File: src/rtl/dtq_pkg.sv
// Package for the deadline timer queue: sizes, result codes and the beat types.
// Used by every module of the block; depends on nothing.
`default_nettype none
package dtq_pkg;
	localparam int QUEUE_DEPTH = 16;
	localparam int ID_WIDTH    = 8;
	localparam int CNT_W       = $clog2(QUEUE_DEPTH + 1);
	localparam int FQ_DEPTH    = 2;
	localparam int FQ_AW       = $clog2(FQ_DEPTH);

	localparam logic [1:0] KIND_ELAPSED = 2'd0;
	localparam logic [1:0] KIND_ARMED   = 2'd1;
	localparam logic [1:0] KIND_DROPPED = 2'd2;

	typedef struct packed {
		logic        cmd;
		logic [63:0] timer_deadline;
		logic [7:0]  timer_id;
		logic [63:0] current_time;
	} req_t;

	typedef struct packed {
		logic [1:0]  result_kind;
		logic [7:0]  elapsed_id;
		logic [63:0] arm_deadline;
		logic [4:0]  active_count;
		logic        last;
	} rsp_t;

	typedef struct packed {
		logic                is_alarm;
		logic [63:0]         deadline;
		logic [ID_WIDTH-1:0] id;
		logic [63:0]         now;
	} job_t;

	typedef struct packed {
		logic                ins;
		logic                pop;
		logic [63:0]         deadline;
		logic [ID_WIDTH-1:0] id;
	} cell_ctl_t;

	typedef struct packed {
		logic [63:0]         head_deadline;
		logic [ID_WIDTH-1:0] head_id;
		logic [CNT_W-1:0]    count;
	} cell_sts_t;
endpackage
`default_nettype wire

File: src/rtl/deadline_timer_queue_core.sv
// Top level of the deadline timer queue: front queue, back-end sequencer,
// sorted cell chain and output register. Depends on dtq_pkg, dtq_front, dtq_cells.
//
//   channel | direction | handshake            | payload
//   req     | in        | req_valid/req_stall  | req  (dtq_pkg::req_t)
//   rsp     | out       | rsp_valid/rsp_stall  | rsp  (dtq_pkg::rsp_t)
//
// An item leaves the front queue in S_IDLE; an install then inserts in S_INS (or
// reports a drop when the cells are full), and S_SCAN gives a result beat per elapsed
// timer (each a head pop of the cells), then an armed beat while timers remain.
// An alarm on an empty store gives no result beat.
// Reset clears the fill count, the front queue and the sequencer; no sweep.
// A stalled result holds the sequencer; the front queue keeps taking beats until full.
`default_nettype none
module deadline_timer_queue_core (
	input  wire logic          clk,
	input  wire logic          arst_n,
	input  wire logic          req_valid,
	output logic               req_stall,
	input  wire dtq_pkg::req_t req,
	output logic               rsp_valid,
	input  wire logic          rsp_stall,
	output dtq_pkg::rsp_t      rsp
);
	import dtq_pkg::*;

	typedef enum logic [2:0] {
		S_IDLE = 3'b001,
		S_INS  = 3'b010,
		S_SCAN = 3'b100
	} state_t;

	state_t    state_q;
	job_t      job_q, fq_job;
	logic      fq_valid, fq_take;
	cell_ctl_t ctl;
	cell_sts_t sts;
	logic      out_free, emit;
	rsp_t      nxt_rsp;
	state_t    nxt_state;

	dtq_front u_front (
		.clk       (clk),
		.arst_n    (arst_n),
		.req_valid (req_valid),
		.req_stall (req_stall),
		.req       (req),
		.job_valid (fq_valid),
		.job_take  (fq_take),
		.job       (fq_job)
	);

	dtq_cells u_cells (
		.clk    (clk),
		.arst_n (arst_n),
		.ctl    (ctl),
		.sts    (sts)
	);

	assign out_free = !rsp_valid || !rsp_stall;
	assign fq_take  = (state_q == S_IDLE);

	always_comb begin
		nxt_state        = state_q;
		emit             = 1'b0;
		ctl.ins          = 1'b0;
		ctl.pop          = 1'b0;
		ctl.deadline     = job_q.deadline;
		ctl.id           = job_q.id;
		nxt_rsp          = '0;
		case (state_q)
			S_IDLE: begin
				if (fq_valid) begin
					nxt_state = fq_job.is_alarm ? S_SCAN : S_INS;
				end
			end
			S_INS: begin
				if (sts.count == CNT_W'(QUEUE_DEPTH)) begin
					nxt_rsp.result_kind  = KIND_DROPPED;
					nxt_rsp.elapsed_id   = 8'(job_q.id);
					nxt_rsp.active_count = 5'(sts.count);
					if (out_free) begin
						emit      = 1'b1;
						nxt_state = S_SCAN;
					end
				end else begin
					ctl.ins   = 1'b1;
					nxt_state = S_SCAN;
				end
			end
			S_SCAN: begin
				if (sts.count == '0) begin
					nxt_state = S_IDLE;
				end else if (sts.head_deadline <= job_q.now) begin
					nxt_rsp.result_kind  = KIND_ELAPSED;
					nxt_rsp.elapsed_id   = 8'(sts.head_id);
					nxt_rsp.active_count = 5'(sts.count - 1'b1);
					nxt_rsp.last         = (sts.count == CNT_W'(1));
					if (out_free) begin
						emit    = 1'b1;
						ctl.pop = 1'b1;
						if (sts.count == CNT_W'(1)) begin
							nxt_state = S_IDLE;
						end
					end
				end else begin
					nxt_rsp.result_kind  = KIND_ARMED;
					nxt_rsp.elapsed_id   = 8'(sts.head_id);
					nxt_rsp.arm_deadline = sts.head_deadline;
					nxt_rsp.active_count = 5'(sts.count);
					nxt_rsp.last         = 1'b1;
					if (out_free) begin
						emit      = 1'b1;
						nxt_state = S_IDLE;
					end
				end
			end
			default: nxt_state = S_IDLE;
		endcase
	end

	always_ff @(posedge clk) begin
		if (fq_take && fq_valid) begin
			job_q <= fq_job;
		end
		if (emit) begin
			rsp <= nxt_rsp;
		end
	end

	always_ff @(posedge clk or negedge arst_n) begin
		if (!arst_n) begin
			state_q   <= S_IDLE;
			rsp_valid <= 1'b0;
		end else begin
			state_q <= nxt_state;
			if (emit) begin
				rsp_valid <= 1'b1;
			end else if (!rsp_stall) begin
				rsp_valid <= 1'b0;
			end
		end
	end

	a_count_bound: assert property (@(posedge clk) disable iff (!arst_n)
		sts.count <= CNT_W'(QUEUE_DEPTH))
		else $error("pending count above depth");
	a_armed_nonempty: assert property (@(posedge clk) disable iff (!arst_n)
		rsp_valid && rsp.result_kind == KIND_ARMED |-> rsp.active_count != '0)
		else $error("armed result with empty store");
	a_elapsed_last_empty: assert property (@(posedge clk) disable iff (!arst_n)
		rsp_valid && rsp.result_kind == KIND_ELAPSED && rsp.last |-> rsp.active_count == '0)
		else $error("final elapsed result with timers left");
	a_dropped_not_last: assert property (@(posedge clk) disable iff (!arst_n)
		rsp_valid && rsp.result_kind == KIND_DROPPED |-> !rsp.last)
		else $error("dropped result marked final");
	a_no_cell_op_idle: assert property (@(posedge clk) disable iff (!arst_n)
		state_q == S_IDLE |-> !ctl.ins && !ctl.pop)
		else $error("cell update outside an item");
endmodule
`default_nettype wire

File: src/rtl/dtq_front.sv
// Front end: accepts request beats, classifies them into jobs and queues them.
// Depends on dtq_pkg.
`default_nettype none
module dtq_front (
	input  wire logic          clk,
	input  wire logic          arst_n,
	input  wire logic          req_valid,
	output logic               req_stall,
	input  wire dtq_pkg::req_t req,
	output logic               job_valid,
	input  wire logic          job_take,
	output dtq_pkg::job_t      job
);
	import dtq_pkg::*;

	job_t             mem_q [FQ_DEPTH];
	logic [FQ_AW-1:0] wr_ptr_q, rd_ptr_q;
	logic [FQ_AW:0]   cnt_q;
	logic             wr, rd;
	job_t             new_job;

	assign req_stall = (cnt_q == (FQ_AW+1)'(FQ_DEPTH));
	assign wr        = req_valid && !req_stall;
	assign job_valid = (cnt_q != '0);
	assign rd        = job_take && job_valid;
	assign job       = mem_q[rd_ptr_q];

	always_comb begin
		new_job.is_alarm = req.cmd;
		new_job.deadline = req.timer_deadline;
		new_job.id       = req.timer_id[ID_WIDTH-1:0];
		new_job.now      = req.current_time;
	end

	always_ff @(posedge clk) begin
		if (wr) begin
			mem_q[wr_ptr_q] <= new_job;
		end
	end

	always_ff @(posedge clk or negedge arst_n) begin
		if (!arst_n) begin
			wr_ptr_q <= '0;
			rd_ptr_q <= '0;
			cnt_q    <= '0;
		end else begin
			if (wr) begin
				wr_ptr_q <= wr_ptr_q + 1'b1;
			end
			if (rd) begin
				rd_ptr_q <= rd_ptr_q + 1'b1;
			end
			cnt_q <= cnt_q + (FQ_AW+1)'(wr) - (FQ_AW+1)'(rd);
		end
	end
endmodule
`default_nettype wire

File: src/rtl/dtq_cells.sv
// Sorted cell chain holding the pending timers, earliest deadline in cell 0.
// One insert or one head pop per cycle. Depends on dtq_pkg.
`default_nettype none
module dtq_cells (
	input  wire logic               clk,
	input  wire logic               arst_n,
	input  wire dtq_pkg::cell_ctl_t ctl,
	output dtq_pkg::cell_sts_t      sts
);
	import dtq_pkg::*;

	logic [63:0]         dl_q [QUEUE_DEPTH];
	logic [ID_WIDTH-1:0] id_q [QUEUE_DEPTH];
	logic [CNT_W-1:0]    count_q;
	logic [QUEUE_DEPTH-1:0] gt;
	logic [QUEUE_DEPTH-1:0] at_end;

	// A cell moves up when its deadline is strictly later, so equal deadlines
	// keep arrival order.
	always_comb begin
		for (int i = 0; i < QUEUE_DEPTH; i++) begin
			gt[i]     = (CNT_W'(i) < count_q) && (dl_q[i] > ctl.deadline);
			at_end[i] = (CNT_W'(i) == count_q);
		end
	end

	always_ff @(posedge clk) begin
		for (int i = 0; i < QUEUE_DEPTH; i++) begin
			if (ctl.ins) begin
				if (i > 0 && gt[(i > 0) ? i-1 : 0]) begin
					dl_q[i] <= dl_q[(i > 0) ? i-1 : 0];
					id_q[i] <= id_q[(i > 0) ? i-1 : 0];
				end else if (gt[i] || at_end[i]) begin
					dl_q[i] <= ctl.deadline;
					id_q[i] <= ctl.id;
				end
			end else if (ctl.pop && i < QUEUE_DEPTH-1) begin
				dl_q[i] <= dl_q[(i < QUEUE_DEPTH-1) ? i+1 : i];
				id_q[i] <= id_q[(i < QUEUE_DEPTH-1) ? i+1 : i];
			end
		end
	end

	always_ff @(posedge clk or negedge arst_n) begin
		if (!arst_n) begin
			count_q <= '0;
		end else if (ctl.ins) begin
			count_q <= count_q + 1'b1;
		end else if (ctl.pop) begin
			count_q <= count_q - 1'b1;
		end
	end

	assign sts.head_deadline = dl_q[0];
	assign sts.head_id       = id_q[0];
	assign sts.count         = count_q;
endmodule
`default_nettype wire
File: config.mk
export PLATFORM = sky130hd
export DESIGN_NAME = deadline_timer_queue_core
export DESIGN_NICKNAME = d
export VERILOG_FILES = /design/src/rtl/dtq_pkg.sv /design/src/rtl/deadline_timer_queue_core.sv /design/src/rtl/dtq_front.sv /design/src/rtl/dtq_cells.sv
export SDC_FILE = /design/constraint.sdc
export NUM_CORES = 2
export LEC_CHECK = 0
export ABC_AREA = 0
export CORE_ASPECT_RATIO = 0.8
export CORE_MARGIN = 3
export CORE_UTILIZATION = 40
export DETAILED_ROUTE_END_ITERATION = 8
export DONT_BUFFER_PORTS = 1
export SLEW_MARGIN = 0
export SYNTH_ARGS = -nofsm -noshare
export SYNTH_HDL_FRONTEND = slang
export SYNTH_SLANG_ARGS = --single-unit
File: constraint.sdc
create_clock -name clk -period 8.75 [get_ports clk]
set_input_delay 0.875 -clock clk [delete_from_list [all_inputs] [get_ports clk]]
set_output_delay 0.875 -clock clk [all_outputs]
set_load 0.01 [all_outputs]
### Yosys cells after proc, flatten, opt, wreduce, memory -nomap -nowiden

Memory sizes are Yosys's and may differ from the RTL's.
Index checks and enable logic that the tools add are counted.

| cells by class | value |
|---|---|
| mux-type cells | 204 |
| reductions and logical operators | 44 |
| equality and inequality tests | 26 |
| bitwise operators | 61 |
| add/subtract/negate cells | 6 |
| $lt $le $gt $ge | 33 |

Operator list:

| cell | number |
|---|---|
| $mux W64 | 31 |
| $gt A64 B64 Y1 | 16 |
| $mux W8 | 30 |
| $mux W1 | 123 |
| $mux W80 | 1 |
| $le A64 B64 Y1 | 1 |
| $or A1 B1 Y1 | 60 |
| $eq A4 B5 Y1 const A | 8 |
| $lt A4 B5 Y1 const A | 8 |
| $mux W3 | 9 |
| $eq A3 B5 Y1 const A | 4 |
| $lt A3 B5 Y1 const A | 4 |
| $pmux W10 S2 | 1 |
| $logic_and A1 B1 Y1 | 18 |
| $logic_or A1 B1 Y1 | 17 |
| $mux W5 | 3 |
| $eq A2 B5 Y1 const A | 2 |
| $lt A1 B5 Y1 const A | 2 |
| $lt A2 B5 Y1 const A | 2 |
| $mux W10 | 1 |
| $pmux W5 S2 | 1 |
| $mux W9 | 1 |
| $pmux W3 S3 | 1 |
| $mux W6 | 1 |
| other kinds (24) | 29 |

| word-level totals | value |
|---|---|
| bits in registers | 229 |
| memories | 3 |
| memory bits (writable) | 1426 |
| output and inout bits | 82 |

Memory list:

| name | words | bits a word | read ports | clocked after Yosys merged registers in | wr ports | line | text |
|---|---|---|---|---|---|---|---|
| u_cells.dl_q | 16 | 64 | 16 | 0 | 16 | dtq_cells.sv:12 | `logic [63:0] dl_q [QUEUE_DEPTH];` |
| u_front.mem_q | 2 | 137 | 1 | 0 | 1 | dtq_front.sv:16 | `job_t mem_q [FQ_DEPTH];` |
| u_cells.id_q | 16 | 8 | 16 | 0 | 16 | dtq_cells.sv:13 | `logic [ID_WIDTH-1:0] id_q [QUEUE_DEPTH];` |

### Longest topological paths before layout

| depth | value |
|---|---|
| depth in word-level cells | 10 |
| gate-level depth with buffers | 15 |
| depth with buffers taken out | 11 |

### Hierarchy

From an unflattened synthesis, not the netlist that was laid out.

| unflattened totals | value |
|---|---|
| cells, all modules | 9526 |
| area total of the unflattened synthesis | 105258.5 um^2 |

By module, submodules not included:

| module | sequential area each (um^2) | instances | area each (um^2) | cells an instance |
|---|---|---|---|---|
| dtq_cells | 34718.3 | 1 | 85990.0 | 8488 |
| dtq_front | 8328.0 | 1 | 10136.0 | 444 |
| deadline_timer_queue_core | 6587.6 | 1 | 9132.5 | 594 |

### Least setup slack after synthesis

Ideal clock, no wire load.

| timing path | value |
|---|---|
| path type | reg-to-reg |
| from | register job_q (netlist bit ctl[62]) |
| to | memory u_cells.dl_q[1][0], enable pin |
| path slack | 0.526 ns |
| arrival time | 7.622 ns |
| setup time | 0.602 ns |
| required time | 8.148 ns |
| stages on the path, launching flop included | 11 |
| cell sequence | edfxtp_1 > clkbuf_1 > inv_1 > ha_1 > nand4_1 > nor4_1 > and4_1 > nand3_1 > a21o_1 > a32o_1 > o21ai_0 |

RTL lines:

| what | line | text |
|---|---|---|
| start, declared | deadline_timer_queue_core.sv:34 | `job_t job_q, fq_job;` |
| start signal, assigned | deadline_timer_queue_core.sv:124 | `job_q <= fq_job;` |
| end, declared | dtq_cells.sv:12 |  |

==> impl_metrics.csv <==
group,metric,value,unit
timing,setup_ws,1.77,ns
timing,rsz0062_at_grt,"false",
yosys,synth.most_common_cell,"edfxtp_1",
placed_design,placed_cell_area,104000,um^2
floorplan,die_area,255000,um^2
setup_path,worstSetupEndpointType,"flip-flop",
yosys,yosysTopAreaCell,"edfxtp_1",
timing,skew,0.0529,ns
clock_tree,h-tree-depth,4,
yosys,synth_flop_cell,"edfxtp_1",
worst_hold_path,hold_path_class,"input pin to flip-flop",
global_route,grt_start_max_net_pins,213,
setup_path,crit_chain,"ha_1 -> nand4_1 -> nor3_1 -> nand4_2 -> nor4_2 -> buf_4 -> and3_1 -> a21oi_4 -> o21a_1 -> buf_4 -> a21oi_4 -> buf_4",
timing,hold_ws,0.0873,ns
power,swShare,42.7,%
detailed_routing,drtAntennaViolNets,0,
placed_design,hpwl,236,mm
detailed_routing,drtPass1Iterations,8,
floorplan,dieHeight,453,um
floorplan,fp.dieW,564,um
power,power.leakage,0.0422,uW
detailed_routing,drc,0,
timing,setup_viol,0,
yosys,yosys-top-cells-area,"edfxtp_1 (49%), ha_1 (14%), mux2i_1 (9.3%)",
timing,min_period,6.98,ns
yosys,synth_edf_count,1642,
timing,finalHoldViolations,0,
power,ir_worst_vdd,0.284,mV
yosys,synth_seq_area_share,49.8,%
detailed_routing,drt-wirelength-per-cell,27.6,um
timing,max_freq,143,MHz
clock_tree,clk_path_buf_depth,4,
timing,worst_pin_slew,1.50,ns
yosys,syn-cell-area,99800,um^2
setup_path,cp_slowest_stage_delay,1.27,ns
placed_design,port_buffers,0,
placed_design,place_congestion,0.941,
detailed_routing,via_per_inst,6.02,
yosys,syn_inst,8666,
clock_tree,clock-root-buffer,"clkbuf_16",
global_route,grt.total_usage,25.3,%
timing,relSlewSlack,-0.664,%
detailed_routing,drt-total-wl,332,mm
global_route,overflow,0,
clock_tree,post_cts_buffers,0,
power,power.density,370,nW/um^2
power,pwr-share-seq,36.8,%
finish,drive_gt1_share,10.2,%
yosys,synth_cell_types,80,
power,clock_power_share,20.1,%
power,internal_power,23300,uW
power,switchingPower,17400,uW
finish,postLayoutCellArea,110000,um^2
setup_path,critPathLaunchType,"flip-flop",
power,combPwrFrac,43.1,%
clock_tree,cts_tree,"done",
global_route,antenna_found_initial,20,
placed_design,dp_slack,1.76,ns
setup_path,worstPathMaxFanout,48,
detailed_routing,drt_iter0_drc,8019,
status,failed_checks,"capacitance limit, slew limit",
global_route,grt_pass1_wl,481,mm
yosys,yosysWarnings,0,
yosys,async_reset_ff_share,0.785,%
timing,drv_slew,1,
yosys,synth_commonest_cells,"edfxtp_1 (1642), ha_1 (1095), nand2_1 (952)",
placed_design,place_inst,11700,
clock_tree,cts_made_buffers,193,
clock_tree,cts_sinks,1655,
clock_tree,clock_latency,0.88,ns
finish,area_growth,10.3,%
yosys,synth.net_count,9902,
finish,final_nets,9818,
setup_path,cpLargestDelayFamily,"simple AND/OR/NAND/NOR gates",
yosys,avgSynthCellArea,11.5,um^2
floorplan,start_util,40.3,%
clock_tree,clk_pin_slew,0.06,ns
setup_path,critPathBufInv,3,
timing,setup_tns,0,ns
yosys,yosys.area.top_type_share,49.4,%
timing,final.period_utilization,79.8,%
status,outcome,"finished, violations left",
setup_path,slowest_stage,"nor3_1",
setup_path,worst_path_most_repeated_cell,"buf_4",
floorplan,fp-row-count,163,
finish,fin_cells,12000,
detailed_routing,vias,72400,
setup_path,critPathKind,"flip-flop to flip-flop",
yosys,synth_seq_cells,1655,
setup_path,worst_ep_required_time,9.22,ns
run,maxCapViolations,1,
global_route,grt_pass1_vias,69900,
setup_path,worstPathArrival,7.46,ns
floorplan,io_pins,223,
floorplan,core_area,247000,um^2
## stage by stage
stage	power (uW)	util [%]
detailed placement	32300	42.0
finish	40700	44.5
CTS	40600	44.5
global route	43100	44.5
global placement	31600	41.9
floorplan	25500	-
## cell usage in the layout (no fill, tap or decap), drive strengths merged, types with 10 or more instances in the layout
master,count
nand2,952
nand3,116
nand4,211
dfrtp,12
a211oi,32
nor2,480
a31oi,11
a22o,12
nor4,36
a221oi,37
nor3,46
nor2b,26
clkbuf,227
inv,183
a211o,10
mux2,351
a21boi,13
or4,11
o21ai,801
mux2i,931
a21o,96
edfxtp,1642
a221o,17
nand2b,14
clkinv,82
bufinv,21
and3,75
ha,1095
o211ai,22
and2,12
a21oi,795
buf,196
o21a,15
and4,35
## layout make-up
class	count	area (um^2)
multi-input cells	6360	47600
well taps	3300	4130
repair buffers	197	1770
clock inverters	120	1230
clock buffers	227	4980
inverters	175	657
fillers	22800	137000
diodes	5	12.5
flip-flops and latches	1655	49600
## path summary, 6_finish.rpt
path | start | end | slack (ns) | cells after the start
worst max-delay path | u_cells.dl_q[0][59]$_DFFE_PP_ | u_cells.dl_q[10][31]$_DFFE_PP_ | 1.77 | 12
worst min-delay path | req[80] | u_front.mem_q[0][80]$_DFFE_PP_ | 0.09 | 0
worst max register to register | u_cells.dl_q[0][59]$_DFFE_PP_ | u_cells.dl_q[10][31]$_DFFE_PP_ | 1.77 | 12
worst min register to register | u_front.mem_q[1][32]$_DFFE_PP_ | job_q[32]$_DFFE_PP_ | 0.51 | 1
max in group asynchronous | arst_n | u_front.rd_ptr_q$_DFFE_PN0P_ | 7.45 | 1
min in group asynchronous | arst_n | u_front.wr_ptr_q$_DFFE_PN0P_ | 0.59 | 1
## per-layer routing
| metal | GRT usage [%] | part of all wire, % | vias up |
|---|---|---|---|
| li1 | - | - | 32800 |
| met4 | 9.33 | 3.9 | 14 |
| met3 | 5.06 | 9.3 | 515 |
| met2 | 36.7 | 42 | 3180 |
| met5 | 0 | 0.030 | - |
| met1 | 37.0 | 45 | 35900 |
## repair_timing
action,CTS,global route
endpoints found under the hold margin,13,0
hold buffers,1,0
resized for setup,0,0
setup endpoints to repair,0,0
## kinds of logic after synthesis
kind of cell / share of synthesized area [%]
compound gates: 10.8
xor+xnor: 0.0878
buf+inv: 2.94
fa+ha+maj: 13.7
simple gates: 9.17
mux: 13.6
flops: 49.8
## power groups by stage
stage          combinational, uW  sequential, uW  clock [uW]
2_1_floorplan              11400           14000           0
3_3_place_gp               16600           15000           0
3_5_place_dp               17300           15000           0
4_1_cts                    17300           14900        8340
5_1_grt                    19300           15200        8630
6_report                   17500           15000        8180
## flip-flops by register name, summed over array words and instances, names as in the netlist
| register | count |
|---|---|
| u_front.mem_q | 274 |
| u_cells.id_q | 128 |
| job_q | 64 |
| state_q | 3 |
| u_front.rd_ptr_q | 1 |
| u_front.cnt_q | 2 |
| rsp | 80 |
| ctl | 72 |
| u_cells.count_q | 5 |
| u_cells.dl_q | 1024 |
| u_front.wr_ptr_q | 1 |
| rsp_valid | 1 |
No activity file was read; power rests on OpenSTA's default activity.
